$ cat src/hdl/assert_macros.svh
// ----------------------------------------------------------------------------
// Assertion macros
// Shared concurrent assertion shorthands, sampled on clk and disabled in reset.
// ----------------------------------------------------------------------------
`ifndef ASSERT_MACROS_SVH
`define ASSERT_MACROS_SVH
`ifndef SYNTHESIS
`define DTL_ASSERT_IMP(label, ante, cons, msg) \
    label: assert property (@(posedge clk) disable iff (!rst_n) (ante) |-> (cons)) \
        else $error(msg);
`define DTL_ASSERT_NXT(label, ante, cons, msg) \
    label: assert property (@(posedge clk) disable iff (!rst_n) (ante) |=> (cons)) \
        else $error(msg);
`else
`define DTL_ASSERT_IMP(label, ante, cons, msg)
`define DTL_ASSERT_NXT(label, ante, cons, msg)
`endif
`endif

$ cat src/hdl/dtl_pkg.sv
// ----------------------------------------------------------------------------
// Delta timer list package
// Field widths, operation codes and the layout of one timer table row.
// ----------------------------------------------------------------------------
package dtl_pkg;

    localparam int NUM_TIMERS_DEF = 16;
    localparam int TIME_W         = 24;
    localparam int ID_W           = 4;
    localparam int OP_W           = 2;

    localparam logic [OP_W-1:0] OP_ADD    = 2'd0;
    localparam logic [OP_W-1:0] OP_REMOVE = 2'd1;
    localparam logic [OP_W-1:0] OP_TICK   = 2'd2;

    typedef struct packed {
        logic [TIME_W-1:0] prior_rem;
        logic [TIME_W-1:0] rem;
        logic [TIME_W-1:0] period;
    } row_t;

endpackage

$ cat src/hdl/dtl_cmd_if.sv
// ----------------------------------------------------------------------------
// Command channel
// Carries one add, remove or tick command per beat.
// ----------------------------------------------------------------------------
interface dtl_cmd_if;
    logic                          valid;
    logic                          ready;
    logic [dtl_pkg::OP_W-1:0]      operation;
    logic [dtl_pkg::ID_W-1:0]      timer_id;
    logic [dtl_pkg::TIME_W-1:0]    period_ms;
    logic                          reload_flag;
    logic [dtl_pkg::TIME_W-1:0]    elapsed_ms;

    modport source (output valid, operation, timer_id, period_ms, reload_flag, elapsed_ms,
                    input ready);
    modport sink   (input valid, operation, timer_id, period_ms, reload_flag, elapsed_ms,
                    output ready);
endinterface

$ cat src/hdl/dtl_rsp_if.sv
// ----------------------------------------------------------------------------
// Response channel
// Carries one expiry or acknowledge per beat.
// ----------------------------------------------------------------------------
interface dtl_rsp_if;
    logic                          valid;
    logic                          ready;
    logic                          expired_valid;
    logic [dtl_pkg::ID_W-1:0]      expired_id;
    logic [dtl_pkg::TIME_W-1:0]    next_timeout_ms;
    logic                          status;
    logic                          last;

    modport source (output valid, expired_valid, expired_id, next_timeout_ms, status, last,
                    input ready);
    modport sink   (input valid, expired_valid, expired_id, next_timeout_ms, status, last,
                    output ready);
endinterface

$ cat src/hdl/dtl_ram.sv
// ----------------------------------------------------------------------------
// Generic RAM
// One write port and one read port with a registered read.
// ----------------------------------------------------------------------------
module dtl_ram #(
    parameter int WIDTH = 8,
    parameter int DEPTH = 16
) (
    input  logic                     clk,
    input  logic                     we,
    input  logic [$clog2(DEPTH)-1:0] waddr,
    input  logic [WIDTH-1:0]         wdata,
    input  logic                     re,
    input  logic [$clog2(DEPTH)-1:0] raddr,
    output logic [WIDTH-1:0]         rdata
);

    logic [WIDTH-1:0] mem [DEPTH];

    always_ff @(posedge clk)
    begin
        if (we)
        begin
            mem[waddr] <= wdata;
        end
        if (re)
        begin
            rdata <= mem[raddr];
        end
    end

endmodule

$ cat src/hdl/delta_timer_list_manager_top.sv
// ----------------------------------------------------------------------------
// Delta timer list manager
// Timer table in RAM; one scan pass per command, one sort pass per expiry.
// ----------------------------------------------------------------------------
// Add, remove and unused codes get a single response beat each.
// A tick with k expiries gives k beats, the last one flagged; with none it gives a single beat.
// Throughput is set by the single read port of the timer RAM, one slot per cycle.
// A command is taken whenever the sequencer is idle, even with a response pending.
// Reset clears the armed marks at once, so every slot starts disarmed without a sweep.
`include "assert_macros.svh"

module delta_timer_list_manager_top #(
    parameter int NUM_TIMERS = dtl_pkg::NUM_TIMERS_DEF
) (
    input  logic          clk,
    input  logic          rst_n,
    dtl_cmd_if.sink       cmd,
    dtl_rsp_if.source     rsp
);

    localparam int IDX_W = $clog2(NUM_TIMERS);
    localparam int CNT_W = $clog2(NUM_TIMERS + 1);
    localparam int ROW_W = $bits(dtl_pkg::row_t);
    localparam int TW    = dtl_pkg::TIME_W;

    typedef enum logic [2:0] {
        ST_IDLE,
        ST_APPLY,
        ST_SCAN,
        ST_SELECT,
        ST_PICK,
        ST_RESULT
    } state_t;

    state_t                      state_reg, state_next;
    logic [dtl_pkg::OP_W-1:0]    op_reg, op_next;
    logic [dtl_pkg::ID_W-1:0]    id_reg, id_next;
    logic [TW-1:0]               period_reg, period_next;
    logic                        reload_reg, reload_next;
    logic [TW-1:0]               elapsed_reg, elapsed_next;
    logic                        status_reg, status_next;
    logic [NUM_TIMERS-1:0]       armed_reg, armed_next;
    logic [NUM_TIMERS-1:0]       periodic_reg, periodic_next;
    logic [NUM_TIMERS-1:0]       exp_mask_reg, exp_mask_next;
    logic [CNT_W-1:0]            cnt_reg, cnt_next;
    logic                        pv_reg, pv_next;
    logic [IDX_W-1:0]            pidx_reg, pidx_next;
    logic                        min_found_reg, min_found_next;
    logic [TW-1:0]               min_reg, min_next;
    logic                        best_found_reg, best_found_next;
    logic [TW-1:0]               best_rem_reg, best_rem_next;
    logic [IDX_W-1:0]            best_idx_reg, best_idx_next;

    logic                        rsp_valid_reg, rsp_valid_next;
    logic                        rsp_exp_reg, rsp_exp_next;
    logic [dtl_pkg::ID_W-1:0]    rsp_id_reg, rsp_id_next;
    logic [TW-1:0]               rsp_time_reg, rsp_time_next;
    logic                        rsp_status_reg, rsp_status_next;
    logic                        rsp_last_reg, rsp_last_next;

    logic                        ram_we;
    logic [IDX_W-1:0]            ram_waddr;
    dtl_pkg::row_t               ram_wdata;
    logic                        ram_re;
    logic [IDX_W-1:0]            ram_raddr;
    dtl_pkg::row_t               ram_rdata;

    logic                        out_free;
    logic                        is_tick;
    logic                        id_ok;
    logic [31:0]                 id_ext;
    logic [IDX_W-1:0]            slot;
    logic                        rd_issue;
    logic                        pass_last;
    logic [TW-1:0]               next_time;
    logic [NUM_TIMERS-1:0]       pick_bit;
    logic [NUM_TIMERS-1:0]       mask_after;
    logic [31:0]                 best_ext;
    logic                        still_armed;
    logic [TW-1:0]               new_rem;

    dtl_ram #(
        .WIDTH (ROW_W),
        .DEPTH (NUM_TIMERS)
    ) u_table (
        .clk   (clk),
        .we    (ram_we),
        .waddr (ram_waddr),
        .wdata (ram_wdata),
        .re    (ram_re),
        .raddr (ram_raddr),
        .rdata (ram_rdata)
    );

    assign cmd.ready           = (state_reg == ST_IDLE);
    assign rsp.valid           = rsp_valid_reg;
    assign rsp.expired_valid   = rsp_exp_reg;
    assign rsp.expired_id      = rsp_id_reg;
    assign rsp.next_timeout_ms = rsp_time_reg;
    assign rsp.status          = rsp_status_reg;
    assign rsp.last            = rsp_last_reg;

    assign out_free  = !rsp_valid_reg || rsp.ready;
    assign is_tick   = (op_reg == dtl_pkg::OP_TICK);
    assign id_ext    = 32'(id_reg);
    assign id_ok     = (id_ext < 32'(NUM_TIMERS));
    assign slot      = id_ext[IDX_W-1:0];
    assign rd_issue  = (cnt_reg < CNT_W'(NUM_TIMERS));
    assign pass_last = pv_reg && (pidx_reg == IDX_W'(NUM_TIMERS - 1));
    assign next_time = min_found_reg ? min_reg : '0;
    assign best_ext  = 32'(best_idx_reg);

    always_comb
    begin
        pick_bit               = '0;
        pick_bit[best_idx_reg] = 1'b1;
        mask_after             = exp_mask_reg & ~pick_bit;
    end

    always_comb
    begin
        state_next      = state_reg;
        op_next         = op_reg;
        id_next         = id_reg;
        period_next     = period_reg;
        reload_next     = reload_reg;
        elapsed_next    = elapsed_reg;
        status_next     = status_reg;
        armed_next      = armed_reg;
        periodic_next   = periodic_reg;
        exp_mask_next   = exp_mask_reg;
        cnt_next        = cnt_reg;
        pv_next         = pv_reg;
        pidx_next       = pidx_reg;
        min_found_next  = min_found_reg;
        min_next        = min_reg;
        best_found_next = best_found_reg;
        best_rem_next   = best_rem_reg;
        best_idx_next   = best_idx_reg;
        rsp_valid_next  = rsp_valid_reg && !rsp.ready;
        rsp_exp_next    = rsp_exp_reg;
        rsp_id_next     = rsp_id_reg;
        rsp_time_next   = rsp_time_reg;
        rsp_status_next = rsp_status_reg;
        rsp_last_next   = rsp_last_reg;
        ram_we          = 1'b0;
        ram_waddr       = pidx_reg;
        ram_wdata       = '0;
        ram_re          = 1'b0;
        ram_raddr       = cnt_reg[IDX_W-1:0];
        still_armed     = 1'b0;
        new_rem         = '0;

        unique case (state_reg)
            ST_IDLE:
            begin
                if (cmd.valid)
                begin
                    op_next      = cmd.operation;
                    id_next      = cmd.timer_id;
                    period_next  = cmd.period_ms;
                    reload_next  = cmd.reload_flag;
                    elapsed_next = cmd.elapsed_ms;
                    state_next   = ST_APPLY;
                end
            end
            ST_APPLY:
            begin
                status_next = 1'b0;
                case (op_reg)
                    dtl_pkg::OP_ADD:
                    begin
                        if (id_ok)
                        begin
                            ram_we              = 1'b1;
                            ram_waddr           = slot;
                            ram_wdata.prior_rem = '0;
                            ram_wdata.rem       = period_reg;
                            ram_wdata.period    = period_reg;
                            armed_next[slot]    = 1'b1;
                            periodic_next[slot] = reload_reg;
                        end
                    end
                    dtl_pkg::OP_REMOVE:
                    begin
                        if (id_ok && armed_reg[slot])
                        begin
                            armed_next[slot] = 1'b0;
                        end
                        else
                        begin
                            status_next = 1'b1;
                        end
                    end
                    default:
                    begin
                    end
                endcase
                cnt_next       = '0;
                pv_next        = 1'b0;
                min_found_next = 1'b0;
                min_next       = '0;
                exp_mask_next  = '0;
                state_next     = ST_SCAN;
            end
            ST_SCAN:
            begin
                pv_next = rd_issue;
                if (rd_issue)
                begin
                    ram_re    = 1'b1;
                    cnt_next  = cnt_reg + 1'b1;
                    pidx_next = cnt_reg[IDX_W-1:0];
                end
                if (pv_reg)
                begin
                    still_armed = armed_reg[pidx_reg];
                    new_rem     = ram_rdata.rem;
                    if (is_tick && armed_reg[pidx_reg])
                    begin
                        if (ram_rdata.rem <= elapsed_reg)
                        begin
                            exp_mask_next[pidx_reg] = 1'b1;
                            if (periodic_reg[pidx_reg])
                            begin
                                new_rem = ram_rdata.period;
                            end
                            else
                            begin
                                still_armed          = 1'b0;
                                armed_next[pidx_reg] = 1'b0;
                                new_rem              = '0;
                            end
                        end
                        else
                        begin
                            new_rem = ram_rdata.rem - elapsed_reg;
                        end
                    end
                    if (is_tick)
                    begin
                        ram_we              = 1'b1;
                        ram_waddr           = pidx_reg;
                        ram_wdata.prior_rem = ram_rdata.rem;
                        ram_wdata.rem       = new_rem;
                        ram_wdata.period    = ram_rdata.period;
                    end
                    if (still_armed && (!min_found_reg || new_rem < min_reg))
                    begin
                        min_found_next = 1'b1;
                        min_next       = new_rem;
                    end
                end
                if (pass_last)
                begin
                    cnt_next        = '0;
                    pv_next         = 1'b0;
                    best_found_next = 1'b0;
                    if (is_tick && (exp_mask_next != '0))
                    begin
                        state_next = ST_SELECT;
                    end
                    else
                    begin
                        state_next = ST_RESULT;
                    end
                end
            end
            ST_SELECT:
            begin
                pv_next = rd_issue;
                if (rd_issue)
                begin
                    ram_re    = 1'b1;
                    cnt_next  = cnt_reg + 1'b1;
                    pidx_next = cnt_reg[IDX_W-1:0];
                end
                if (pv_reg && exp_mask_reg[pidx_reg] &&
                    (!best_found_reg || ram_rdata.prior_rem < best_rem_reg))
                begin
                    best_found_next = 1'b1;
                    best_rem_next   = ram_rdata.prior_rem;
                    best_idx_next   = pidx_reg;
                end
                if (pass_last)
                begin
                    state_next = ST_PICK;
                end
            end
            ST_PICK:
            begin
                if (out_free)
                begin
                    rsp_valid_next  = 1'b1;
                    rsp_exp_next    = 1'b1;
                    rsp_id_next     = best_ext[dtl_pkg::ID_W-1:0];
                    rsp_time_next   = next_time;
                    rsp_status_next = 1'b0;
                    rsp_last_next   = (mask_after == '0);
                    exp_mask_next   = mask_after;
                    cnt_next        = '0;
                    pv_next         = 1'b0;
                    best_found_next = 1'b0;
                    if (mask_after == '0)
                    begin
                        state_next = ST_IDLE;
                    end
                    else
                    begin
                        state_next = ST_SELECT;
                    end
                end
            end
            ST_RESULT:
            begin
                if (out_free)
                begin
                    rsp_valid_next  = 1'b1;
                    rsp_exp_next    = 1'b0;
                    rsp_id_next     = '0;
                    rsp_time_next   = next_time;
                    rsp_status_next = status_reg;
                    rsp_last_next   = 1'b1;
                    state_next      = ST_IDLE;
                end
            end
            default:
            begin
                state_next = ST_IDLE;
            end
        endcase
    end

    always_ff @(posedge clk or negedge rst_n)
    begin
        if (!rst_n)
        begin
            state_reg      <= ST_IDLE;
            op_reg         <= '0;
            id_reg         <= '0;
            period_reg     <= '0;
            reload_reg     <= 1'b0;
            elapsed_reg    <= '0;
            status_reg     <= 1'b0;
            armed_reg      <= '0;
            periodic_reg   <= '0;
            exp_mask_reg   <= '0;
            cnt_reg        <= '0;
            pv_reg         <= 1'b0;
            pidx_reg       <= '0;
            min_found_reg  <= 1'b0;
            min_reg        <= '0;
            best_found_reg <= 1'b0;
            best_rem_reg   <= '0;
            best_idx_reg   <= '0;
            rsp_valid_reg  <= 1'b0;
            rsp_exp_reg    <= 1'b0;
            rsp_id_reg     <= '0;
            rsp_time_reg   <= '0;
            rsp_status_reg <= 1'b0;
            rsp_last_reg   <= 1'b0;
        end
        else
        begin
            state_reg      <= state_next;
            op_reg         <= op_next;
            id_reg         <= id_next;
            period_reg     <= period_next;
            reload_reg     <= reload_next;
            elapsed_reg    <= elapsed_next;
            status_reg     <= status_next;
            armed_reg      <= armed_next;
            periodic_reg   <= periodic_next;
            exp_mask_reg   <= exp_mask_next;
            cnt_reg        <= cnt_next;
            pv_reg         <= pv_next;
            pidx_reg       <= pidx_next;
            min_found_reg  <= min_found_next;
            min_reg        <= min_next;
            best_found_reg <= best_found_next;
            best_rem_reg   <= best_rem_next;
            best_idx_reg   <= best_idx_next;
            rsp_valid_reg  <= rsp_valid_next;
            rsp_exp_reg    <= rsp_exp_next;
            rsp_id_reg     <= rsp_id_next;
            rsp_time_reg   <= rsp_time_next;
            rsp_status_reg <= rsp_status_next;
            rsp_last_reg   <= rsp_last_next;
        end
    end

    // A pending expiry must never be left behind when the sequencer goes idle.
    `DTL_ASSERT_IMP(a_idle_no_pending, state_reg == ST_IDLE, exp_mask_reg == '0, "expiry lost")
    `DTL_ASSERT_IMP(a_pick_has_winner, state_reg == ST_PICK, best_found_reg && exp_mask_reg[best_idx_reg], "no winner in pick")
    `DTL_ASSERT_IMP(a_no_rw_collision, ram_we && ram_re, ram_waddr != ram_raddr, "same-slot read and write")
    `DTL_ASSERT_IMP(a_expired_id_range, rsp.valid && rsp.expired_valid, (32'(rsp.expired_id) < 32'(NUM_TIMERS)) && !rsp.status, "bad expiry beat")

endmodule

$ cat src/flat_wrapper.sv
// flat-port wrapper written by rule: the top's interface ports become plain ports
module delta_timer_list_manager_top_flat 
#(
    parameter int NUM_TIMERS = dtl_pkg::NUM_TIMERS_DEF
)
  (clk, rst_n, cmd_valid, cmd_operation, cmd_timer_id, cmd_period_ms, cmd_reload_flag, cmd_elapsed_ms, cmd_ready, rsp_valid, rsp_expired_valid, rsp_expired_id, rsp_next_timeout_ms, rsp_status, rsp_last, rsp_ready);
  dtl_cmd_if cmd_i ();
  dtl_rsp_if rsp_i ();
  input  logic clk;
  input  logic rst_n;
  input wire logic [$bits(cmd_i.valid)-1:0] cmd_valid;
  input wire logic [$bits(cmd_i.operation)-1:0] cmd_operation;
  input wire logic [$bits(cmd_i.timer_id)-1:0] cmd_timer_id;
  input wire logic [$bits(cmd_i.period_ms)-1:0] cmd_period_ms;
  input wire logic [$bits(cmd_i.reload_flag)-1:0] cmd_reload_flag;
  input wire logic [$bits(cmd_i.elapsed_ms)-1:0] cmd_elapsed_ms;
  output wire logic [$bits(cmd_i.ready)-1:0] cmd_ready;
  output wire logic [$bits(rsp_i.valid)-1:0] rsp_valid;
  output wire logic [$bits(rsp_i.expired_valid)-1:0] rsp_expired_valid;
  output wire logic [$bits(rsp_i.expired_id)-1:0] rsp_expired_id;
  output wire logic [$bits(rsp_i.next_timeout_ms)-1:0] rsp_next_timeout_ms;
  output wire logic [$bits(rsp_i.status)-1:0] rsp_status;
  output wire logic [$bits(rsp_i.last)-1:0] rsp_last;
  input wire logic [$bits(rsp_i.ready)-1:0] rsp_ready;
  assign cmd_i.valid = cmd_valid;
  assign cmd_i.operation = cmd_operation;
  assign cmd_i.timer_id = cmd_timer_id;
  assign cmd_i.period_ms = cmd_period_ms;
  assign cmd_i.reload_flag = cmd_reload_flag;
  assign cmd_i.elapsed_ms = cmd_elapsed_ms;
  assign cmd_ready = cmd_i.ready;
  assign rsp_valid = rsp_i.valid;
  assign rsp_expired_valid = rsp_i.expired_valid;
  assign rsp_expired_id = rsp_i.expired_id;
  assign rsp_next_timeout_ms = rsp_i.next_timeout_ms;
  assign rsp_status = rsp_i.status;
  assign rsp_last = rsp_i.last;
  assign rsp_i.ready = rsp_ready;
  delta_timer_list_manager_top #(.NUM_TIMERS(NUM_TIMERS)) u_core (.clk(clk), .rst_n(rst_n), .cmd(cmd_i), .rsp(rsp_i));
endmodule
$ cat config.mk
export PLATFORM = sky130hd
export DESIGN_NAME = delta_timer_list_manager_top_flat
export DESIGN_NICKNAME = d
export VERILOG_FILES = /design/src/hdl/dtl_pkg.sv /design/src/hdl/dtl_cmd_if.sv /design/src/hdl/dtl_rsp_if.sv /design/src/hdl/dtl_ram.sv /design/src/hdl/delta_timer_list_manager_top.sv /design/src/flat_wrapper.sv
export VERILOG_INCLUDE_DIRS = /design/src /design/src/hdl
export SDC_FILE = /design/constraint.sdc
export NUM_CORES = 1
export LEC_CHECK = 0
export BUFFER_PORTS_ARGS = -buffer_cell sky130_fd_sc_hd__buf_2
export CORE_UTILIZATION = 45
export CTS_CLUSTER_SIZE = 8
export DETAILED_ROUTE_END_ITERATION = 10
export PLACE_DENSITY = 0.7
export SLEW_MARGIN = 0
export SYNTH_ARGS = -nofsm -noshare
export SYNTH_HDL_FRONTEND = slang
export SYNTH_SLANG_ARGS = --single-unit
$ cat constraint.sdc
create_clock -name clk -period 7.2 [get_ports clk]
set_input_delay 0.72 -clock clk [delete_from_list [all_inputs] [get_ports clk]]
set_output_delay 0.72 -clock clk [all_outputs]
set_load 0.02 [all_outputs]
==> metrics, run 1 <==
outcome=finished clean; static leakage=0.0231 uW; register containing the most flip-flops in the final layout=u_core.u_table.mem; time the final worst path needs with I/O delays and setup=6.26 ns; Max FO, Critical Path=13; total nets after synthesis=3248; final number of max-transition violations=0; clk buf depth=3; Die Wd=362 um; endpoint of the lowest-slack register-to-register path=u_core.min_reg[10]; Avg Cell Area, Syn=18.7 um^2; floorplan die area=131000 um^2; Final #Nets=3452; DRC=0; largest area contributor in the netlist=sky130_fd_sc_hd__edfxtp_1; commonest register cell after synthesis=sky130_fd_sc_hd__edfxtp_1; data arrival time of the critical path=6.93 ns; clk sinks=1427; combined area of the multi-input logic cells=15600 um^2; largest net degree at the start of global routing=125; number of violations reported at the end of detailed-routing iteration 0=4055; number of flip-flops in the largest register=1152; top cells by instance count after synthesis=1224 x sky130_fd_sc_hd__edfxtp_1, 375 x sky130_fd_sc_hd__mux4_2, 203 x sky130_fd_sc_hd__dfrtp_1, 194 x sky130_fd_sc_hd__nand2_1, 122 x sky130_fd_sc_hd__nor2_1; combined flip-flop and latch cell area=41900 um^2; Bufs and invs on worst path=2; remaining max-slew budget at the tightest pin=0.183; buffers inserted during post-CTS setup optimization=0; worst-margin pin slew=1.22 ns; required time of the critical path=7.87 ns; DRT Pass-1 Iters=6; share of synthesized flip-flops with an asynchronous set or reset=0.142; Max-Cap Viols=0; Fin Clk Skew=0.0281 ns; post-synthesis register bit count=1427; Worst path max stage delay=0.72 ns; number of rows created at floorplan=131; share of the yosys chip area belonging to registers=0.718; total CTS buffers=196; placed wire-length estimate after detailed placement=82.7 mm; final wirelength=149 mm; die height=362 um; cell area after placement=61100 um^2; number of fill cells in the layout=9982; via count of the first global-routing pass=31700; setup repair after global routing missed its margin=no; I/O Pins=92; number of flops mapped to enable cells by yosys=1224; initial standard-cell utilization of the core=0.455; post-route cell area=66700 um^2; Worst Hold Launch=cmd_elapsed_ms[12]; Hold Violations, Final=0; global routing usage summed across all routing layers=0.230; Syn Std Cell Area=58300 um^2; library cell with the highest instance count after synthesis=sky130_fd_sc_hd__edfxtp_1; final setup TNS=0 ns; placer congestion estimate=0.920; Yosys warning total=0; peak supply drop=369 uV; endpoint class of the critical path=flip-flop; top cell family by delay on the critical path=compound AO/OA/AOI/OAI gates; worst hold path class=in2reg; worst setup path category=reg2reg; largest registers in the final layout=u_core.u_table.mem: 1152 flops, u_core.u_table.rdata: 72 flops; startpoint types=flip-flop; Reg2Reg Launch Point=u_core.u_table.rdata[43]; routed via count=31500; Yosys top cell area share=0.631; count of final setup violators=0; antenna-violating nets left=0; Syn-to-layout area delta=14.5%; Hold EP=u_core.elapsed_reg[12]; Worst Reg2Reg Path Length in Cells=19; top post-synthesis cells by area=sky130_fd_sc_hd__edfxtp_1 63%, sky130_fd_sc_hd__mux4_2 14%, sky130_fd_sc_hd__dfrtp_1 8.7%; hold path cells=3; Clock Latency Late Sink=0.80 ns; CTS tree=done; clock root buffer=sky130_fd_sc_hd__clkbuf_16; instance count of the mapped netlist=3117; cells along the critical path=ha_1 > a21oi_1 > o21ai_0 > buf_4 > a221oi_1 > nand3_1 > a21oi_1 > a21oi_1 > a21oi_1 > ha_1 > a211o_1 > a2111oi_0 > o41ai_1 > nor4_1 > o31ai_1 > a31o_2 > o21a_1 > buf_4 > mux2_2; overflow left after global routing=0; Std-Cell Core Area=128000 um^2; clock-pin slew on the worst setup and hold paths=0.06 ns; Worst path most repeated cell=sky130_fd_sc_hd__a21oi_1; wire length of the first global-routing pass=219 mm; period utilisation layout=0.869; cell area power density=423 nW/um^2; port buffer count=91; fraction of layout cells with a size suffix above 1=0.254; Slowest-stage cell, CP=sky130_fd_sc_hd__a221oi_1; maximum achievable frequency=160 MHz; H-tree lvl count=4; Cell variety after synth=80; register-to-register path setup slack=0.94 ns; antenna violations before repair=14; wire per inst=28.8 um; average via count per standard cell=6.07
## layout make-up
cell class	count	share of cell area
Inverter	96	0.00542
Clock inverter	8	0.00193
Sequential cell	1427	0.627
Clock buffer	324	0.0821
Tap cell	1729	0.0324
Timing Repair Buffer	167	0.0176
Multi-Input combinational cell	1433	0.233
Antenna cell	1	0.0000375
## power by group
part	switching [uW]	internal, uW
logic	4640	3610
clock network	3340	5110
registers	983	10500
total	8970	19200
## worst min-delay path, delay by kind of cell
| kind | cells | cell delay, ns |
|---|---|---|
| AOI/OAI and AO/OA | 1 | 0.06 |
| buffers and inverters | 1 | 0.08 |
| and+or+nand+nor | 1 | 0.04 |
## what timing repair did
| action | CTS | global route |
|---|---|---|
| endpoints found under the hold margin | 39 | 0 |
| gates resized for setup | 0 | 0 |
| hold buffers | 1 | 0 |
## worst max-delay path by stage
stage / slack (ns) / cells past startpoint / from / endpoint
6_report: 0.94 / 19 / u_core.u_table.rdata[43] / u_core.min_reg[10]
5_1_grt: 0.64 / 19 / u_core.u_table.rdata[43] / u_core.min_reg[10]
4_1_cts: 1.08 / 19 / u_core.u_table.rdata[43] / u_core.min_reg[10]
3_5_place_dp: 1.12 / 20 / u_core.u_table.rdata[43] / u_core.min_reg[14]
3_3_place_gp: 1.23 / 20 / u_core.u_table.rdata[43] / u_core.min_reg[14]
2_1_floorplan: 1.90 / 7 / u_core.state_reg[2] / u_core.u_table.mem[8][0]
## metrics by stage
stage / hold WS, ns / power [uW] / worst slack, ns / util / std cells
after global placement: 0.450 / 19700 / 1.23 / 0.477 / 4851
after floorplan: 0.424 / 17200 / 1.90 / - / 3117
after detailed placement: 0.451 / 19800 / 1.12 / 0.477 / 4851
after CTS: 0.105 / 28200 / 1.08 / 0.521 / 5184
final: 0.137 / 28200 / 0.943 / 0.521 / 5185
after global routing: 0.147 / 29400 / 0.635 / 0.521 / 5185
## cell usage in the layout (no fill, tap or decap), types with 12 or more instances in the layout
cell type                   instances
sky130_fd_sc_hd__nand3_1           55
sky130_fd_sc_hd__ha_1              71
sky130_fd_sc_hd__a22o_1            17
sky130_fd_sc_hd__a21o_1            21
sky130_fd_sc_hd__buf_4             64
sky130_fd_sc_hd__a31o_2            12
sky130_fd_sc_hd__clkbuf_16        200
sky130_fd_sc_hd__inv_1             95
sky130_fd_sc_hd__nor3_1            35
sky130_fd_sc_hd__dfrtp_1          199
sky130_fd_sc_hd__edfxtp_1        1224
sky130_fd_sc_hd__nand2_1          194
sky130_fd_sc_hd__nor2_1           102
sky130_fd_sc_hd__nand4_1           13
sky130_fd_sc_hd__a211oi_1          17
sky130_fd_sc_hd__a21oi_1           63
sky130_fd_sc_hd__nor2b_1           12
sky130_fd_sc_hd__nor2_4            19
sky130_fd_sc_hd__buf_2             90
sky130_fd_sc_hd__a31oi_1           20
sky130_fd_sc_hd__clkbuf_1         123
sky130_fd_sc_hd__mux2_2            67
sky130_fd_sc_hd__mux2_1            20
sky130_fd_sc_hd__o21ai_0          100
sky130_fd_sc_hd__o21a_1            13
sky130_fd_sc_hd__mux2i_1           27
sky130_fd_sc_hd__and2_1            25
sky130_fd_sc_hd__nor4_1            14
sky130_fd_sc_hd__mux4_2           375
## per-layer routing
layer  vias up  global-route usage  part of all wire
met3       313              0.0521             0.099
met1     16500               0.322              0.40
met5         -                   0           0.00054
li1      13000                   -                 -
met2      1690               0.357              0.47
met4        10              0.0797             0.029
## cells by family after synthesis
family                     after synthesis  share of synthesized area
AOI/OAI and AO/OA                      329                     0.0369
xor gates and xnor gates                12                    0.00180
adders and majority gates               72                     0.0156
buffers and inverters                  257                     0.0179
DFF                                   1427                      0.718
muxes                                  495                      0.168
and+or+nand+nor                        525                     0.0416
(Power assumes the default switching activity.)
==> run 2, diff against run 1 <==
--- a/config.mk
+++ b/config.mk
@@ -11,5 +11,5 @@
 export CTS_CLUSTER_SIZE = 8
 export DETAILED_ROUTE_END_ITERATION = 10
-export PLACE_DENSITY = 0.7
+export PLACE_DENSITY = 0.73
 export SLEW_MARGIN = 0
 export SYNTH_ARGS = -nofsm -noshare
==> constraint.sdc (replaced) <==
create_clock -name clk -period 5.65 [get_ports clk]
set_input_delay 1.13 -clock clk [delete_from_list [all_inputs] [get_ports clk]]
set_output_delay 1.13 -clock clk [all_outputs]
set_load 0.02 [all_outputs]
==> run 2 against run 1 <==
- combinational power grew 34%
- sequential power grew 27%
- global-route usage grew 0.49 points
- critical path type unchanged
- critical endpoint is now u_core.min_reg[4]
- largest power group unchanged
- highest routed layer unchanged
==> metrics, run 2 (synthesized netlist as in run 1, its figures left out) <==
outcome=finished clean; net load switching power=11800 uW (+31%); final standard cell utilization of the core=0.524 (+0.00324); CTS tree=done; total of cells resized after clock tree synthesis=0 (unchanged); clock network power share=0.296 (-0.004); met3 WL post-DR=15.7 mm (+6.3%); via count of the first global-routing pass=32600 (+2.7%); required time of the critical path=6.30 ns (-1.57 ns); Final #Nets=3497 (+1.3%); global routing usage summed across all routing layers=0.235 (+0.00492); port buffer count=91 (unchanged); final number of max-transition violations=0 (unchanged); worst hold path class=in2async; worst-margin pin slew=1.19 ns (-0.0297 ns); highest layer used for signal routing=met5; largest registers in the final layout=u_core.u_table.mem: 1152 flops, u_core.u_table.rdata: 72 flops; switching portion of total power=0.322 (+0.00442); period utilisation layout=0.929 (+0.0603); Max FO, Critical Path=18 (+5); Hold-fix buffers, CTS=0 (-1); number of fill cells in the layout=9830 (-1.5%); placed cell count=4897 (+0.95%); overflow left after global routing=0 (unchanged); met2 routed WL=72.5 mm (+3.6%); antenna-violating nets left=0 (unchanged); total CTS buffers=196 (unchanged); final setup TNS=0 ns (unchanged); cell-internal power=24700 uW (+28%); antenna violations before repair=19 (+5); time the final worst path needs with I/O delays and setup=5.25 ns (-1.01 ns); Logic pwr share=0.304 (+0.011); count of final setup violators=0 (unchanged); number of rows created at floorplan=131 (unchanged); buffers inserted during post-CTS setup optimization=0 (unchanged); commonest non-fill, non-tap cell in the layout=sky130_fd_sc_hd__edfxtp_1; initial standard-cell utilization of the core=0.455 (unchanged); clock-pin slew on the worst setup and hold paths=0.06 ns (about the same); Std-Cell Core Area=128000 um^2 (unchanged); placed wire-length estimate after detailed placement=86.2 mm (+4.2%); routed via count=32100 (+2.0%); worst setup path category=reg2reg; H-tree lvl count=4 (unchanged); largest net degree at the start of global routing=120 (-4.0%); floorplan die area=131000 um^2 (unchanged); maximum achievable frequency=190 MHz (+19%); register containing the most flip-flops in the final layout=u_core.u_table.mem; cell area power density=543 nW/um^2 (+29%); static leakage=0.0234 uW (+1.1%); Die Wd=362 um (unchanged); endpoint class of the critical path=flip-flop; die height=362 um (unchanged); peak supply drop=530 uV (+43%); DRC=0 (unchanged); wire length of the first global-routing pass=224 mm (+2.3%); startpoint types=flip-flop; fraction of layout cells with a size suffix above 1=0.266 (+0.0125); register share of total power=0.400 (-0.007); Syn-to-layout area delta=15.2%; number of violations reported at the end of detailed-routing iteration 0=4444 (+9.6%); clock root buffer=sky130_fd_sc_hd__clkbuf_16; remaining max-slew budget at the tightest pin=0.199 (+0.0155); Final Instance Count excl. Fillers=5218 (+0.64%); number of flip-flops in the largest register=1152 (unchanged); Clock Latency Late Sink=0.80 ns (about the same); final wirelength=153 mm (+2.4%); DRT Pass-1 Iters=6 (unchanged); routed metal-1 wire length=59.6 mm (-0.73%); I/O Pins=92 (unchanged); average via count per standard cell=6.16 (+1.4%); data arrival time of the critical path=5.90 ns (-1.03 ns); leading cell types in the layout, fill and taps excluded=1224 x sky130_fd_sc_hd__edfxtp_1, 375 x sky130_fd_sc_hd__mux4_2, 201 x sky130_fd_sc_hd__clkbuf_16; setup repair after global routing missed its margin=no; Hold Violations, Final=0 (unchanged); Fin Clk Skew=0.0386 ns (+0.0105 ns); Max-Cap Viols=0 (unchanged); clk sinks=1427 (unchanged); wire per inst=29.3 um (+1.7%); clk buf depth=3 (unchanged); placer congestion estimate=0.983 (+6.9%)
[run 2: routing by layer]
metal / global-route usage / up-vias
met5: 0 / -
met4: 0.0847 / 10
met3: 0.0550 / 352
met2: 0.366 / 1992
met1: 0.325 / 16700
li1: - / 13100
[run 2: worst max-delay path, cell delays in order, from the launching register on]
cell and delay [ns]:
sky130_fd_sc_hd__edfxtp_1 0.39, sky130_fd_sc_hd__ha_1 0.38, sky130_fd_sc_hd__a2111o_1 0.48, sky130_fd_sc_hd__o211ai_1 0.22, sky130_fd_sc_hd__or3b_2 0.51, sky130_fd_sc_hd__mux2i_1 0.15
sky130_fd_sc_hd__a32o_1 0.27, sky130_fd_sc_hd__mux2i_1 0.18, sky130_fd_sc_hd__inv_1 0.07, sky130_fd_sc_hd__ha_1 0.31, sky130_fd_sc_hd__a211o_1 0.35, sky130_fd_sc_hd__a2111oi_1 0.41
sky130_fd_sc_hd__o41ai_1 0.15, sky130_fd_sc_hd__nor4_1 0.20, sky130_fd_sc_hd__o31ai_1 0.14, sky130_fd_sc_hd__or2_1 0.26, sky130_fd_sc_hd__o21a_4 0.32, sky130_fd_sc_hd__buf_4 0.20
sky130_fd_sc_hd__mux2i_1 0.12
[run 2: final timing paths]
kind / startpoint / to / slack, ns / cells after the start
max: u_core.u_table.rdata[30] / u_core.min_reg[4] / 0.40 / 18
min in group clk: u_core.rsp.expired_id[3] / u_core.rsp.expired_id[3] / 0.46 / 2
max in group asynchronous: rst_n / u_core.exp_mask_reg[5] / 4.07 / 2
min reg2reg: u_core.rsp.expired_id[3] / u_core.rsp.expired_id[3] / 0.46 / 2
min: rst_n / u_core.best_rem_reg[11] / 0.30 / 1
max reg2reg: u_core.u_table.rdata[30] / u_core.min_reg[4] / 0.40 / 18
[run 2: through the flow]
stage	setup slack [ns]	power [uW]	area, um^2	hold slack [ns]
after floorplan	0.350	21900	58300	0.448
after global placement	0.180	25500	61500	0.447
after detailed placement	0.117	25700	61500	0.456
after CTS	0.0589	36500	67100	0.341
after global routing	0.0892	37900	67100	0.357
final	0.399	36500	67100	0.303
[run 2: final cells by class]
type,instances,area (um^2),area share
clock buffers,302,5410,0.0806
well taps,1729,2160,0.0322
flip-flops and latches,1427,41900,0.623
diodes,8,20.0,0.000298
clock inverters,11,215,0.00321
inverters,96,362,0.00539
repair buffers,212,1550,0.0231
multi-input cells,1433,15600,0.232
[run 2: power groups by stage]
stage               sequential, uW  combinational (uW)  clock, uW
finish                       14600               11100      10800
global route                 14700               11900      11400
CTS                          14600               11000      10900
detailed placement           14700               10900          0
global placement             14700               10800          0
floorplan                    14000                7930          0
